[config.mk]
export PLATFORM = sky130hd
export DESIGN_NAME = exponential_variate_generator_core
export DESIGN_NICKNAME = d
export VERILOG_FILES = /design/src/design/evg_pkg.sv /design/src/design/evg_lzc.sv /design/src/design/evg_sampler.sv /design/src/design/exponential_variate_generator_core.sv
export SDC_FILE = /design/constraint.sdc
export NUM_CORES = 2
export LEC_CHECK = 0
export BUFFER_PORTS_ARGS = -buffer_cell sky130_fd_sc_hd__clkbuf_2
export CAP_MARGIN = 20
export CORE_ASPECT_RATIO = 2
export CORE_MARGIN = 1
export CORE_UTILIZATION = 70
export DETAILED_ROUTE_END_ITERATION = 7
export GPL_ROUTABILITY_DRIVEN = 0
export PLACE_DENSITY_LB_ADDON = 0.12
export SYNTH_ARGS = -nofsm -noshare
export SYNTH_HDL_FRONTEND = slang
export SYNTH_SLANG_ARGS = --single-unit
[constraint.sdc]
create_clock -name clk_i -period 41.7 [get_ports clk_i]
set_clock_uncertainty 0.1 [all_clocks]
set_input_delay 4.17 -clock clk_i [delete_from_list [all_inputs] [get_ports clk_i]]
set_output_delay 4.17 -clock clk_i [all_outputs]
set_load 0.02 [all_outputs]
[src/design/evg_pkg.sv]
package evg_pkg;

  // Word and result widths
  localparam int unsigned WordBits   = 32;
  localparam int unsigned LeadBits   = 5;
  localparam int unsigned IndexBits  = 4;
  localparam int unsigned VarBits    = 37;
  localparam int unsigned InDataBits = 32;
  localparam int unsigned OutDataBits = 40;
  localparam int unsigned TableDepth = 16;

  // ln2 as a Q0.32 fraction, rounded to nearest
  localparam logic [WordBits-1:0] Ln2Q32 = 32'd2977044472;
  localparam logic [WordBits:0]   OneQ32 = 33'h1_0000_0000;

  typedef enum logic [1:0] {
    PH_IDLE   = 2'd0,
    PH_SEED   = 2'd1,
    PH_SEARCH = 2'd2
  } phase_e;

  typedef struct packed {
    logic               emit;
    logic [VarBits-1:0] variate;
  } evg_result_t;

  // Partial sums of ln2^i/i!, Q0.32; the last entry in use is forced to 1.0
  function automatic logic [WordBits:0] q_entry(input logic [IndexBits-1:0] idx);
    logic [WordBits:0] q;
    case (idx)
      4'd0:    q = 33'd2977044472;
      4'd1:    q = 33'd4008809463;
      4'd2:    q = 33'd4247197794;
      4'd3:    q = 33'd4288507344;
      4'd4:    q = 33'd4294234064;
      4'd5:    q = 33'd4294895641;
      4'd6:    q = 33'd4294961151;
      4'd7:    q = 33'd4294966827;
      4'd8:    q = 33'd4294967264;
      4'd9:    q = 33'd4294967294;
      default: q = OneQ32;
    endcase
    if ({28'd0, idx} >= TableDepth - 1) begin
      q = OneQ32;
    end
    return q;
  endfunction

endpackage

[src/design/evg_lzc.sv]
module evg_lzc
  import evg_pkg::*;
(
  input  logic [WordBits-1:0] word_i,
  output logic [LeadBits-1:0] lead_o,
  output logic [WordBits-1:0] frac_o
);

  logic [WordBits-1:0] s16, s8, s4, s2, s1;

  // Normalize in five binary steps, one count bit per step
  always_comb begin
    lead_o[4] = (word_i[31:16] == 16'd0);
    s16       = lead_o[4] ? {word_i[15:0], 16'd0} : word_i;
    lead_o[3] = (s16[31:24] == 8'd0);
    s8        = lead_o[3] ? {s16[23:0], 8'd0} : s16;
    lead_o[2] = (s8[31:28] == 4'd0);
    s4        = lead_o[2] ? {s8[27:0], 4'd0} : s8;
    lead_o[1] = (s4[31:30] == 2'd0);
    s2        = lead_o[1] ? {s4[29:0], 2'd0} : s4;
    lead_o[0] = ~s2[31];
    s1        = lead_o[0] ? {s2[30:0], 1'b0} : s2;
  end

  // Drop the leading one to leave the fraction below it
  assign frac_o = {s1[30:0], 1'b0};

endmodule

[src/design/evg_sampler.sv]
module evg_sampler
  import evg_pkg::*;
(
  input  logic                clk_i,
  input  logic                rst_ni,
  input  logic                advance_i,
  input  logic [WordBits-1:0] word_i,
  input  logic [LeadBits-1:0] lead_i,
  input  logic [WordBits-1:0] frac_i,
  output evg_result_t         result_o
);

  phase_e               phase_q, phase_d;
  logic [LeadBits-1:0]  lead_q, lead_d;
  logic [WordBits-1:0]  frac_q, frac_d;
  logic [IndexBits-1:0] index_q, index_d;
  logic [WordBits-1:0]  min_q, min_d;

  logic [WordBits-1:0]  new_min;
  logic [IndexBits-1:0] next_index;
  logic                 first_ok;
  logic                 search_ok;
  logic [2*WordBits-1:0] min_prod;
  logic [VarBits-1:0]   lead_prod_in;
  logic [VarBits-1:0]   lead_prod_st;

  // Shared compares for the draw in hand
  assign new_min    = (word_i < min_q) ? word_i : min_q;
  assign next_index = index_q + 1'b1;
  assign first_ok   = ({1'b0, frac_i} <= {1'b0, Ln2Q32});
  assign search_ok  = ({1'b0, frac_q} <= q_entry(next_index));

  // Next state
  always_comb begin
    phase_d = phase_q;
    lead_d  = lead_q;
    frac_d  = frac_q;
    index_d = index_q;
    min_d   = min_q;
    if (advance_i) begin
      case (phase_q)
        PH_SEED: begin
          min_d   = word_i;
          index_d = '0;
          phase_d = PH_SEARCH;
        end
        PH_SEARCH: begin
          min_d   = new_min;
          index_d = next_index;
          if (search_ok) begin
            phase_d = PH_IDLE;
          end
        end
        default: begin
          phase_d = PH_IDLE;
          if (word_i != '0) begin
            lead_d = lead_i;
            frac_d = frac_i;
            if (!first_ok) begin
              phase_d = PH_SEED;
            end
          end
        end
      endcase
    end
  end

  // Result value and emit flag
  always_comb begin
    lead_prod_in = VarBits'(lead_i) * VarBits'(Ln2Q32);
    lead_prod_st = VarBits'(lead_q) * VarBits'(Ln2Q32);
    min_prod     = (2*WordBits)'(new_min) * (2*WordBits)'(Ln2Q32);
    result_o     = '0;
    case (phase_q)
      PH_SEED: begin
        result_o.emit = 1'b0;
      end
      PH_SEARCH: begin
        result_o.emit    = search_ok;
        result_o.variate = lead_prod_st + VarBits'(min_prod[2*WordBits-1:WordBits]);
      end
      default: begin
        result_o.emit    = (word_i != '0) && first_ok;
        result_o.variate = lead_prod_in + VarBits'(frac_i);
      end
    endcase
  end

  always_ff @(posedge clk_i or negedge rst_ni) begin
    if (!rst_ni) begin
      phase_q <= PH_IDLE;
      lead_q  <= '0;
      frac_q  <= '0;
      index_q <= '0;
      min_q   <= '0;
    end else begin
      phase_q <= phase_d;
      lead_q  <= lead_d;
      frac_q  <= frac_d;
      index_q <= index_d;
      min_q   <= min_d;
    end
  end

`ifndef SYNTHESIS
  a_zero_first_draw_silent: assert property (@(posedge clk_i) disable iff (!rst_ni)
    (phase_q != PH_SEED && phase_q != PH_SEARCH && word_i == '0) |-> !result_o.emit)
    else $error("zero first draw produced a result");

  a_emit_returns_idle: assert property (@(posedge clk_i) disable iff (!rst_ni)
    (advance_i && result_o.emit) |=> phase_q == PH_IDLE)
    else $error("phase not idle after a result");

  a_seed_starts_search: assert property (@(posedge clk_i) disable iff (!rst_ni)
    (advance_i && phase_q == PH_SEED) |=> (phase_q == PH_SEARCH && index_q == '0))
    else $error("seed draw did not start the table search");

  a_min_never_grows: assert property (@(posedge clk_i) disable iff (!rst_ni)
    (advance_i && phase_q == PH_SEARCH) |=> min_q <= $past(min_q))
    else $error("running minimum increased during search");
`endif

endmodule

[src/design/exponential_variate_generator_core.sv]
// Each accepted word goes through one combinational pass (leading-zero normalize,
// compare, one 32x32 multiply) into the result register, which the master side reads.
// Throughput: one uniform word per cycle while the result register is free or draining.
// A variate needs one word, or three or more when the first fraction exceeds ln2.
// Reset: rst_ni low clears the phase to idle and empties the result register.
module exponential_variate_generator_core
  import evg_pkg::*;
(
  input  logic                   clk_i,
  input  logic                   rst_ni,
  input  logic                   s_axis_tvalid,
  output logic                   s_axis_tready,
  input  logic [InDataBits-1:0]  s_axis_tdata,   // [31:0] uniform_bits
  output logic                   m_axis_tvalid,
  input  logic                   m_axis_tready,
  output logic [OutDataBits-1:0] m_axis_tdata    // [36:0] variate, [39:37] zero
);

  logic                advance;
  logic [LeadBits-1:0] lead;
  logic [WordBits-1:0] frac;
  evg_result_t         result;

  logic                out_valid_q, out_valid_d;
  logic [VarBits-1:0]  out_data_q, out_data_d;
  logic                load;

  // Take a request whenever the result register is free or being drained
  assign s_axis_tready = !out_valid_q || m_axis_tready;
  assign advance       = s_axis_tvalid && s_axis_tready;

  evg_lzc u_lzc (
    .word_i (s_axis_tdata),
    .lead_o (lead),
    .frac_o (frac)
  );

  evg_sampler u_sampler (
    .clk_i     (clk_i),
    .rst_ni    (rst_ni),
    .advance_i (advance),
    .word_i    (s_axis_tdata),
    .lead_i    (lead),
    .frac_i    (frac),
    .result_o  (result)
  );

  // Load, hold or drain the result register
  assign load = advance && result.emit;

  always_comb begin
    out_valid_d = out_valid_q;
    out_data_d  = out_data_q;
    if (load) begin
      out_valid_d = 1'b1;
      out_data_d  = result.variate;
    end else if (m_axis_tready) begin
      out_valid_d = 1'b0;
    end
  end

  always_ff @(posedge clk_i or negedge rst_ni) begin
    if (!rst_ni) begin
      out_valid_q <= 1'b0;
    end else begin
      out_valid_q <= out_valid_d;
    end
  end

  always_ff @(posedge clk_i) begin
    out_data_q <= out_data_d;
  end

  assign m_axis_tvalid = out_valid_q;
  assign m_axis_tdata  = {(OutDataBits-VarBits)'(0), out_data_q};

endmodule

==> impl_metrics.ini <==
[detailed_routing]
wirelength_routed_microns = 97760
ant_nets = 0
post-route-drc-count = 0
post_drt_wl_per_cell_microns = 24.29
vias = 26137
drt_first_pass_iters = 5
drt-initial-drc-count = 1655
drt-vias-per-instance = 6.495

[placement]
port-buffer-count = 74
hpwl_microns = 80550
dp.cells = 4002

[timing]
fin_hold_ws_ns = 0.3930
rsz0062_at_grt = no
fmaxAchievable_ghz = 0.05530
period_share = 0.4336
finalSetupTns_ns = 0
timing.final.setup_violations = 0
final_max_slew_viol_count = 0
tightest_slew_ns = 1.160
timing.slew.headroom = 0.2210
final.min_clock_period_ns = 18.08
timing_hold_violations_final = 0

[final_layout]
post_route_cells_drive_above_1_share = 0.06624
fillers = 3220
num-nets-final = 4449
final-instance-count-excl-fill = 4024
area.growth.synth_to_final_pct = 4.703

[cts]
cts_resized = 0
post_cts_buffers = 0
clock_tree_root = clkbuf_16
tritoncts = done
cts_max_level = 3
cts-root-to-sink-buffers = 2
cts.clk_slew.worst_paths_ns = 0.08
cts_made_buffers = 9
clock_insertion_delay_worst_skew_ns = 0.40
cts.hold.buffers_added = 0
numClockSinks = 112

[global_routing]
grt-ovfl-total = 0
number_of_global_route_vias_before_repair = 28238
grtUsageTotal = 0.4588
grt_start_max_net_pins = 76
grt_pass1_wl_microns = 153400
grt_antenna_before_repair = 6

[logic_synthesis]
ys_async_sr_fraction = 0.6696
synth-compound-area-share = 0.1560
synth_edf_count = 37
synth.yosys.warnings = 0
synthDistinctLibCells = 100
post_synth_xor_area_fraction = 0.05274
syn-mean-instance-area_sq_um = 9.052
muxShareOfSynthArea = 0.04120
synth_top_family_by_area = adder cells
synth_area_leaders = ha_1 24%, fa_1 23%, inv_1 7.5%, dfrtp_1 6.1%, xnor2_1 3.7%
synth_top_area_cell = ha_1
synth-adder-area-share = 0.4704
yosys.area_share.simple = 0.09548
synth_cells = 3412
synth_seq_cells = 112
seq_total_area_yosys = 0.09673
post_synth_instance_area_sq_um = 30890
synthFlopType = dfrtp_1
synth.top_cell.area_share = 0.2390

[min_path]
tightest_hold_check_type = reg -> reg

[die]
design.die.area_sq_um = 45020
initial_core_util = 0.7099
placementRows = 108
design.core.area_sq_um = 43510
die_x_microns = 150.5
io-pin-count = 78
die_h_microns = 299.1

[setup_path]
crit_path_end_kind = register
cpPeakStageDelay_ns = 0.89
cpMostUsedCell = fa_1
critPathArrivalTime_ns = 18.10
worst-endpoint-required_ns = 41.71
startpoint_type = primary input
timing.critical_path.slowest_stage_cell = fa_1
crit_fanout = 47
criticalPathCategory = in -> reg

[run]
drv_cap = 0

[run_status]
result_of_the_run = completed
## cell usage after synthesis (24+ instances only)
cell type	n
ha_1	590
o21a_1	34
nand3_1	43
xor2_1	54
a211oi_1	30
a31oi_1	31
dfrtp_1	75
mux2_2	41
o21bai_1	24
nor2b_1	31
nor3_1	38
edfxtp_1	37
a21o_1	124
nor2_1	136
a21oi_1	167
fa_1	356
inv_1	617
xnor2_1	132
mux2i_1	81
o22ai_1	26
clkbuf_1	51
nand2_1	222
o21ai_0	138
## critical path: cells and delay by family
kind | cells | cell delay, ns
xor gates and xnor gates | 2 | 0.24
muxes | 1 | 0.30
AOI/OAI and AO/OA | 19 | 4.90
buffers and inverters | 10 | 1.35
adders and majority gates | 11 | 5.37
and+or+nand+nor | 9 | 1.69
## registers in the layout (all words and copies together), names as in the netlist
name / cells
out_data_q: 37
u_sampler.min_q: 32
u_sampler.frac_q: 31
u_sampler.lead_q: 5
u_sampler.index_q: 4
u_sampler.phase_q: 2
m_axis_tvalid: 1
## placed cells by master, fill, tap and decap left out, drive strengths merged, types with 15 or more instances in the layout
cell,n
nor2b,31
a21o,124
ha,590
nor3,40
inv,627
xor2,54
dfrtp,75
nor4,16
mux2i,81
o21a,35
mux2,41
nand2b,22
edfxtp,37
o22ai,26
a31oi,32
o211ai,19
nand4,22
nand2,223
o21ai,147
and3,18
nand3,44
clkbuf,86
a211oi,30
or2,15
o21bai,24
a21oi,169
xnor2,132
buf,43
nor2,139
fa,356
## path summary, 6_finish.rpt
kind / startpoint / end / slack [ns] / depth (start not counted)
max in group asynchronous: rst_ni / u_sampler.min_q[22] / 37.40 / 2
min: u_sampler.frac_q[6] / u_sampler.frac_q[6] / 0.39 / 2
min in group asynchronous: rst_ni / u_sampler.frac_q[7] / 3.49 / 1
min reg2reg: u_sampler.frac_q[6] / u_sampler.frac_q[6] / 0.39 / 2
max reg2reg: u_sampler.min_q[17] / out_data_q[35] / 27.18 / 52
max: s_axis_tdata[17] / out_data_q[35] / 23.62 / 52
## logic make-up after synthesis
kind of cell	Yosys count
compound gates	725
simple gates	613
buf+inv	705
fa+ha+maj	948
xor+xnor	186
other cells	1
flops	112
mux	122
## layer usage
metal	share of wire	up-vias	track usage
met5	0.00029	-	0
met4	0.13	4	0.4709
met3	0.088	639	0.1311
met2	0.48	1302	0.7565
met1	0.30	12473	0.4390
li1	-	11719	-
## metrics by stage
stage / util / setup slack, ns / area [sq um]
after detailed placement: 0.7343 / 23.59 / 31950
final: 0.7432 / 23.62 / 32340
after global placement: 0.7343 / 23.81 / 31950
after global routing: 0.7431 / 22.80 / 32330
after CTS: 0.7415 / 23.91 / 32260
after floorplan: - / 24.63 / 30890
## area by class of cell
class | instances | area (sq um) | area share
clock inverter | 4 | 56.30 | 0.001741
clock buffer | 12 | 257.7 | 0.007970
multi-input combinational | 2597 | 25240 | 0.7806
antenna | 2 | 5.005 | 0.0001548
inverter | 630 | 2365 | 0.07312
timing repair buffer | 117 | 735.7 | 0.02275
tap | 550 | 688.2 | 0.02128
sequential | 112 | 2988 | 0.09239
Power is left out: the tool's default activity adds up to more than one toggle a clock period on the data nets, which glitch-free logic cannot reach.
